**src/design/qkd_pkg.sv**
```systemverilog
// shared types, event codes and the detent phase table of the knob decoder
package qkd_pkg;

  // event kinds
  localparam logic [1:0] KIND_LINE_A = 2'd0;
  localparam logic [1:0] KIND_LINE_B = 2'd1;
  localparam logic [1:0] KIND_BUTTON = 2'd2;
  localparam logic [1:0] KIND_POLL   = 2'd3;

  // detent phase codes
  localparam logic [2:0] PH_IDLE   = 3'd0;
  localparam logic [2:0] PH_A_DN   = 3'd1;
  localparam logic [2:0] PH_B_DN   = 3'd2;
  localparam logic [2:0] PH_AB_DN  = 3'd3;
  localparam logic [2:0] PH_BA_DN  = 3'd4;
  localparam logic [2:0] PH_AB_AUP = 3'd5;
  localparam logic [2:0] PH_BA_BUP = 3'd6;
  localparam logic [2:0] PH_SPARE  = 3'd7;

  // click step codes, two's complement
  localparam logic signed [1:0] STEP_NONE = 2'sb00;
  localparam logic signed [1:0] STEP_FWD  = 2'sb01;
  localparam logic signed [1:0] STEP_BACK = 2'sb11;

  // lockout length after reset, in timer ticks
  localparam logic [15:0] LOCKOUT_RESET = 16'd26;

  // one registered request
  typedef struct packed {
    logic [1:0]  kind;
    logic        channel;
    logic        pin_level;
    logic [15:0] now;
  } qkd_evt_t;

  // next phase after an edge on line A or line B
  function automatic logic [2:0] next_phase(input logic line_b, input logic [2:0] cur,
                                            input logic lvl);
    logic [2:0] nxt;
    nxt = cur;
    if (!line_b) begin
      unique case (cur)
        PH_IDLE:   nxt = lvl ? PH_IDLE   : PH_A_DN;
        PH_A_DN:   nxt = lvl ? PH_IDLE   : PH_A_DN;
        PH_B_DN:   nxt = lvl ? PH_B_DN   : PH_BA_DN;
        PH_AB_DN:  nxt = lvl ? PH_AB_AUP : PH_AB_DN;
        PH_BA_DN:  nxt = lvl ? PH_B_DN   : PH_BA_DN;
        PH_AB_AUP: nxt = lvl ? PH_AB_AUP : PH_AB_DN;
        PH_BA_BUP: nxt = lvl ? PH_IDLE   : PH_BA_BUP;
        default:   nxt = cur;
      endcase
    end else begin
      unique case (cur)
        PH_IDLE:   nxt = lvl ? PH_IDLE   : PH_B_DN;
        PH_A_DN:   nxt = lvl ? PH_A_DN   : PH_AB_DN;
        PH_B_DN:   nxt = lvl ? PH_IDLE   : PH_B_DN;
        PH_AB_DN:  nxt = lvl ? PH_A_DN   : PH_AB_DN;
        PH_BA_DN:  nxt = lvl ? PH_BA_BUP : PH_BA_DN;
        PH_AB_AUP: nxt = lvl ? PH_IDLE   : PH_AB_AUP;
        PH_BA_BUP: nxt = lvl ? PH_BA_BUP : PH_BA_DN;
        default:   nxt = cur;
      endcase
    end
    return nxt;
  endfunction

endpackage

```
**src/design/qkd_phase.sv**
```systemverilog
// per-knob detent phase tracking and click step decode
module qkd_phase (
  input  logic              clk_i,
  input  logic              rst_ni,
  input  logic              fire_i,
  input  qkd_pkg::qkd_evt_t evt_i,
  output logic signed [1:0] step_o
);
  import qkd_pkg::*;

  logic [2:0] phase_q [2];
  logic [2:0] phase_d [2];
  logic [2:0] cur;
  logic       is_line;

  assign is_line = (evt_i.kind == KIND_LINE_A) || (evt_i.kind == KIND_LINE_B);
  assign cur     = phase_q[evt_i.channel];

  // completed detent detection
  always_comb begin
    step_o = STEP_NONE;
    if (evt_i.pin_level) begin
      if ((evt_i.kind == KIND_LINE_A) && (cur == PH_BA_BUP)) begin
        step_o = STEP_BACK;
      end else if ((evt_i.kind == KIND_LINE_B) && (cur == PH_AB_AUP)) begin
        step_o = STEP_FWD;
      end
    end
  end

  // table step for the addressed knob
  always_comb begin
    phase_d[0] = phase_q[0];
    phase_d[1] = phase_q[1];
    if (fire_i && is_line) begin
      phase_d[evt_i.channel] = next_phase(evt_i.kind[0], cur, evt_i.pin_level);
    end
  end

  always_ff @(posedge clk_i or negedge rst_ni) begin
    if (!rst_ni) begin
      phase_q[0] <= PH_IDLE;
      phase_q[1] <= PH_IDLE;
    end else begin
      phase_q[0] <= phase_d[0];
      phase_q[1] <= phase_d[1];
    end
  end

endmodule

```
**src/design/qkd_lock.sv**
```systemverilog
// button press lockout: lock on counted press, release on poll after timeout
module qkd_lock (
  input  logic              clk_i,
  input  logic              rst_ni,
  input  logic              fire_i,
  input  qkd_pkg::qkd_evt_t evt_i,
  input  logic [15:0]       lockout_i,
  output logic              pressed_o,
  output logic [1:0]        released_o
);
  import qkd_pkg::*;

  logic [1:0]  locked_q;
  logic [1:0]  locked_d;
  logic [15:0] start_q [2];
  logic [15:0] start_d [2];
  logic [15:0] diff [2];

  // press counts only on an unlocked button
  assign pressed_o = (evt_i.kind == KIND_BUTTON) && !locked_q[evt_i.channel];

  // wrapping elapsed time per button, checked on poll
  always_comb begin
    for (int c = 0; c < 2; c++) begin
      diff[c]       = evt_i.now - start_q[c];
      released_o[c] = (evt_i.kind == KIND_POLL) && locked_q[c] && (diff[c] > lockout_i);
    end
  end

  // lock state update
  always_comb begin
    locked_d   = locked_q;
    start_d[0] = start_q[0];
    start_d[1] = start_q[1];
    if (fire_i) begin
      if (pressed_o) begin
        locked_d[evt_i.channel] = 1'b1;
        start_d[evt_i.channel]  = evt_i.now;
      end
      locked_d = locked_d & ~released_o;
    end
  end

  always_ff @(posedge clk_i or negedge rst_ni) begin
    if (!rst_ni) begin
      locked_q <= '0;
    end else begin
      locked_q <= locked_d;
    end
  end

  // start stamps only matter while locked
  always_ff @(posedge clk_i) begin
    start_q[0] <= start_d[0];
    start_q[1] <= start_d[1];
  end

endmodule

```
**src/design/quadrature_knob_decoder.sv**
```systemverilog
// two-knob quadrature decoder with button lockout, top level
//
//  channel | handshake                 | payload
//  --------+---------------------------+-------------------------------------------
//  in      | in_valid_i / in_ready_o   | kind_i, channel_i, pin_level_i, now_i
//  out     | out_valid_o / out_ready_i | out_channel_o, click_step_o,
//          |                           | press_counted_o, release_mask_o
//  cfg     | cfg_valid_i / cfg_ready_o | lockout_ticks_i
//
// One request per cycle while the result side takes results: it is registered,
// then decoded against the knob and lock state into the result register.
// Reset clears both knob phases, both button locks and sets lockout to 26.
// A stalled result holds in its register while the input register keeps
// accepting until it is full too; config writes are always taken.
module quadrature_knob_decoder (
  input  logic              clk_i,
  input  logic              rst_ni,
  input  logic              in_valid_i,
  output logic              in_ready_o,
  input  logic [1:0]        kind_i,
  input  logic              channel_i,
  input  logic              pin_level_i,
  input  logic [15:0]       now_i,
  output logic              out_valid_o,
  input  logic              out_ready_i,
  output logic              out_channel_o,
  output logic signed [1:0] click_step_o,
  output logic              press_counted_o,
  output logic [1:0]        release_mask_o,
  input  logic              cfg_valid_i,
  output logic              cfg_ready_o,
  input  logic [15:0]       lockout_ticks_i
);
  import qkd_pkg::*;

  logic              s1_valid_q;
  logic              s1_valid_d;
  qkd_evt_t          s1_evt_q;
  logic              s1_adv;
  logic              in_acc;
  logic              out_valid_q;
  logic              out_valid_d;
  logic [15:0]       lockout_q;
  logic signed [1:0] step;
  logic              pressed;
  logic [1:0]        released;

  // configuration register
  assign cfg_ready_o = 1'b1;

  always_ff @(posedge clk_i or negedge rst_ni) begin
    if (!rst_ni) begin
      lockout_q <= LOCKOUT_RESET;
    end else if (cfg_valid_i && cfg_ready_o) begin
      lockout_q <= lockout_ticks_i;
    end
  end

  // handshake control
  assign s1_adv      = s1_valid_q && (!out_valid_q || out_ready_i);
  assign in_ready_o  = !s1_valid_q || s1_adv;
  assign in_acc      = in_valid_i && in_ready_o;
  assign s1_valid_d  = in_acc || (s1_valid_q && !s1_adv);
  assign out_valid_d = s1_adv || (out_valid_q && !out_ready_i);
  assign out_valid_o = out_valid_q;

  always_ff @(posedge clk_i or negedge rst_ni) begin
    if (!rst_ni) begin
      s1_valid_q  <= 1'b0;
      out_valid_q <= 1'b0;
    end else begin
      s1_valid_q  <= s1_valid_d;
      out_valid_q <= out_valid_d;
    end
  end

  // input register
  always_ff @(posedge clk_i) begin
    if (in_acc) begin
      s1_evt_q.kind      <= kind_i;
      s1_evt_q.channel   <= channel_i;
      s1_evt_q.pin_level <= pin_level_i;
      s1_evt_q.now       <= now_i;
    end
  end

  qkd_phase u_phase (
    .clk_i  (clk_i),
    .rst_ni (rst_ni),
    .fire_i (s1_adv),
    .evt_i  (s1_evt_q),
    .step_o (step)
  );

  qkd_lock u_lock (
    .clk_i      (clk_i),
    .rst_ni     (rst_ni),
    .fire_i     (s1_adv),
    .evt_i      (s1_evt_q),
    .lockout_i  (lockout_q),
    .pressed_o  (pressed),
    .released_o (released)
  );

  // result register
  always_ff @(posedge clk_i) begin
    if (s1_adv) begin
      out_channel_o   <= s1_evt_q.channel;
      click_step_o    <= step;
      press_counted_o <= pressed;
      release_mask_o  <= released;
    end
  end

  // a result carries at most one kind of news
  a_one_news: assert property (@(posedge clk_i) disable iff (!rst_ni)
    out_valid_o && (press_counted_o || (release_mask_o != 2'b00)) |->
      (click_step_o == STEP_NONE))
    else $error("click step reported together with a button result");

  // step code two is never produced
  a_step_code: assert property (@(posedge clk_i) disable iff (!rst_ni)
    out_valid_o |-> (click_step_o != 2'sb10))
    else $error("invalid click step code");

  // an empty input register always takes a request
  a_in_ready: assert property (@(posedge clk_i) disable iff (!rst_ni)
    !s1_valid_q |-> in_ready_o)
    else $error("input stalled while input register empty");

  // a poll never reports a press
  a_poll_press: assert property (@(posedge clk_i) disable iff (!rst_ni)
    s1_adv && (s1_evt_q.kind == KIND_POLL) |=> !press_counted_o)
    else $error("press counted on a poll");

endmodule

```
**config.mk**
```make
export PLATFORM = sky130hd
export DESIGN_NAME = quadrature_knob_decoder
export DESIGN_NICKNAME = d
export VERILOG_FILES = /design/src/design/qkd_pkg.sv /design/src/design/qkd_phase.sv /design/src/design/qkd_lock.sv /design/src/design/quadrature_knob_decoder.sv
export SDC_FILE = /design/constraint.sdc
export NUM_CORES = 1
export LEC_CHECK = 0
export ABC_CLOCK_PERIOD_IN_PS = 4200
export BUFFER_PORTS_ARGS = -buffer_cell sky130_fd_sc_hd__clkbuf_2
export CAP_MARGIN = 20
export CORE_ASPECT_RATIO = 1.2
export CORE_MARGIN = 1
export CORE_UTILIZATION = 53
export DETAILED_ROUTE_END_ITERATION = 12
export GPL_ROUTABILITY_DRIVEN = 0
export PLACE_DENSITY = 0.76
export SETUP_SLACK_MARGIN = 0.2
export SLEW_MARGIN = 20
export SYNTH_ARGS = -nofsm -noshare
export SYNTH_HDL_FRONTEND = slang
export SYNTH_SLANG_ARGS = --single-unit
```
**constraint.sdc**
```tcl
create_clock -name clk_i -period 4.2 [get_ports clk_i]
set_clock_uncertainty 0.2 [all_clocks]
set_input_delay 1.05 -clock clk_i [delete_from_list [all_inputs] [get_ports clk_i]]
set_output_delay 1.05 -clock clk_i [all_outputs]
set_load 0.02 [all_outputs]
```
==> results.md <==
- Number of synthesized register bits: 84
- Mapped Area: 5240 sq um
- Largest net degree at the start of global routing: 32
- Skew-Pair Late Insertion Delay: between 0.3 and 0.4 ns
- Startpoint types: flop
- Finished Core Util: 62.3%
- CTS Buffer Depth: 2
- Row count: 39
- Slew margin rel.: roughly half
- ANT cells: 0
- Area of the multi-input gates: 2610 sq um
- TritonCTS Buffers: 9
- Initial Util: between 50% and 60%
- IO Count: 50
- Synth warn: 0
- Synth-to-layout area growth: 13.8%
- Synth unique cells: 59
- Final ANT Viol Nets: 0
- Fin. Hold Viols: 0
- CP endpoint kind: flop
- Period minus WS final: 3.85 ns
- Top FF cell, synth: edfxtp_1
- Total wire length: roughly 11 mm
- Crit Path Class: flop to flop
- Worst min-delay path category: flop to flop
- Post-CTS setup buffers: 0
- Syn Nets: 607
- Die X: 92.7 microns
- GR Overflow Total: 0
- VDD IR max: 0.344 mV
- Die area: 10300 sq um
- Synth async-reset ratio: 31.0%
- First-pass GRT wire length: 17.9 mm
- # fillers: 793
- EDFF count, synth: 58
- H-tree depth: 3
- Syn Inst Count: between 500 and 600
- Vias in the first global route: 3924
- Initial antenna violation count: 0
- HP Start: s1_evt_q[0]
- CP Max Fanout: 3
- Routed WL per cell: 15.9 microns
- Final Max Slew Viols: 0
- Syn Area/Cell: 10.4 sq um
- Final setup TNS: 0 ns
- Core Box Area: approximately 9600 sq um
- CTS Sinks: 84
- Register area share after synthesis: 45.8%
- Reg area: 2400 sq um
- Via count: about 3900
- DRT iter0 DRCs: 184
- Fmax: 0.260 GHz
- Avg Vias per Cell: 5.67
- Die Y: 111 microns
- TritonCTS clock tree: done
- Post-DP HPWL: 8.23 mm
- Final-report setup violation count: 0
- Max-cap viol count: 0
- Unrepaired setup endpoints after global routing: true
- P per Cell Area: about 410 nW/um^2
- Reg-to-reg critical path startpoint: s1_evt_q[0]
- Layout cells sized above 1: 15.2%
- Crit path DAT: 3.87 ns
- Actual slew at the worst max-slew pin: about 0.72 ns
- Crit path launch: s1_evt_q[0]
- Root buf cell: clkbuf_16
- Pre-Repair DR Iteration Count: 4
- Status: finished, final reports clean
- DR DRC count: 0
- Fin crit share: 91.6%
- Global Route Usage Sum: 22.6%
- Buffers on Ports: 48
- WP data required: 4.22 ns
- Leak: 2.70 nW
- Nets: 659
- Clk pin slew, worst setup/hold paths: 0.06 ns
## routing by layer
layer	up-vias	GRT usage, %	share of wire (%)
met5	-	0	0
met4	0	8.31	1.7
met3	12	4.66	4.8
met2	90	39.4	51
met1	1852	27.4	43
li1	1915	-	-
## synthesized netlist by cell type (all sizes together), types with 4 or more instances
cell type | instances | area [sq um]
a211oi | 8 | 60.1
a21o | 21 | 159
a21oi | 32 | 164
a31oi | 4 | 25.0
buf | 4 | 22.5
clkbuf | 7 | 26.3
dfrtp | 23 | 576
edfxtp | 58 | 1740
ha | 62 | 776
inv | 55 | 206
mux2 | 6 | 67.6
nand2 | 41 | 154
nand2b | 7 | 43.8
nand3 | 9 | 45.0
nand4 | 8 | 50.1
nor2 | 26 | 97.6
nor2b | 8 | 50.1
nor3 | 7 | 35.0
o211ai | 7 | 62.6
o21a | 6 | 45.0
o21ai | 31 | 155
or2 | 4 | 25.0
xnor2 | 16 | 140
xor2 | 7 | 61.3
## worst max-delay path: stages, from the launching register on
cell and delay [ns]:
edfxtp_1 0.40, inv_1 0.10, ha_1 0.19, fa_2 0.22, nand2b_1 0.14, a21oi_2 0.08, o41a_1 0.44, a31o_1 0.28
a31oi_1 0.21, xnor2_1 0.09, ha_1 0.28, nand4_1 0.11, or2_1 0.27, a211o_1 0.24, o2111ai_1 0.11, o31ai_1 0.14
o22a_1 0.24
## cell families (layout without fill, tap and decap cells)
family | Yosys count | after routing | synth area share (%)
AOI/OAI and AO/OA | 132 | 132 | 16.8
xor gates and xnor gates | 23 | 23 | 3.85
adders and majority gates | 64 | 64 | 15.6
buffers and inverters | 66 | 123 | 4.87
DFF | 84 | 84 | 45.8
muxes | 9 | 9 | 1.86
other | 1 | 1 | 0.0716
and+or+nand+nor | 123 | 123 | 11.3
## metrics by stage
stage               hold slack (ns)  cells  setup WS (ns)  total power [mW]  area [sq um]
global route                  0.289    682          0.172              2.59          5960
finish                        0.281    682          0.354              2.45          5960
detailed placement            0.263    666          0.337              1.60          5620
CTS                           0.275    682          0.306              2.46          5940
global placement              0.256    666          0.494              1.57          5620
floorplan                     0.221    502          0.678              1.45          5240
## flip-flops by register name (all words and copies together), names as in the netlist
| register | cells |
|---|---|
| u_lock.start_q | 32 |
| out_channel_o | 1 |
| release_mask_o | 2 |
| s1_valid_q | 1 |
| u_phase.phase_q | 6 |
| lockout_q | 16 |
| press_counted_o | 1 |
| out_valid_o | 1 |
| click_step_o | 2 |
| u_lock.locked_q | 2 |
| s1_evt_q | 20 |
## final timing paths
path,end,slack [ns],cells after the start
max,u_lock.locked_q[0],0.35,16
min,u_lock.start_q[0][0],0.28,0
max reg2reg,u_lock.locked_q[0],0.35,16
min reg2reg,u_lock.start_q[0][0],0.28,0
max in group asynchronous,u_lock.locked_q[0],2.78,1
min in group asynchronous,lockout_q[8],0.56,1
## layout make-up
| type | instances | share of cell area [%] |
|---|---|---|
| multi-input combinational | 352 | 43.7 |
| inverter | 55 | 3.46 |
| tap | 123 | 2.58 |
| timing repair buffer | 52 | 4.54 |
| sequential | 84 | 40.2 |
| clock buffer | 10 | 4.01 |
| clock inverter | 6 | 1.45 |
## cells in the final DEF, fill, tap and decap left out, drive strengths merged, types with 3 or more instances in the layout
cell type,instances
or2,4
buf,4
o31a,3
dfrtp,23
o211ai,7
nand3,9
nor3,7
mux2,6
mux2i,3
nor2,26
dfstp,3
inv,56
o21ai,31
or3,3
nand2,41
clkbuf,58
edfxtp,58
a211oi,8
ha,62
nand4,8
a31oi,4
nand2b,7
a21oi,32
xor2,7
clkinv,3
o21a,6
xnor2,16
a21o,21
nor2b,8
## power by group
part / leakage, nW / internal (mW) / total [mW] / switching [mW]
combinational: 1.69 / 0.243 / 0.573 / 0.330
clock: 0.160 / 0.537 / 0.856 / 0.319
sequential: 0.850 / 0.971 / 1.02 / 0.0505
## what timing repair did
action | 4_1_cts | 5_1_grt
hold buffers | 0 | 0
resized for setup | 0 | 3
setup endpoints to repair | 0 | 3
(Power assumes the default switching activity.)
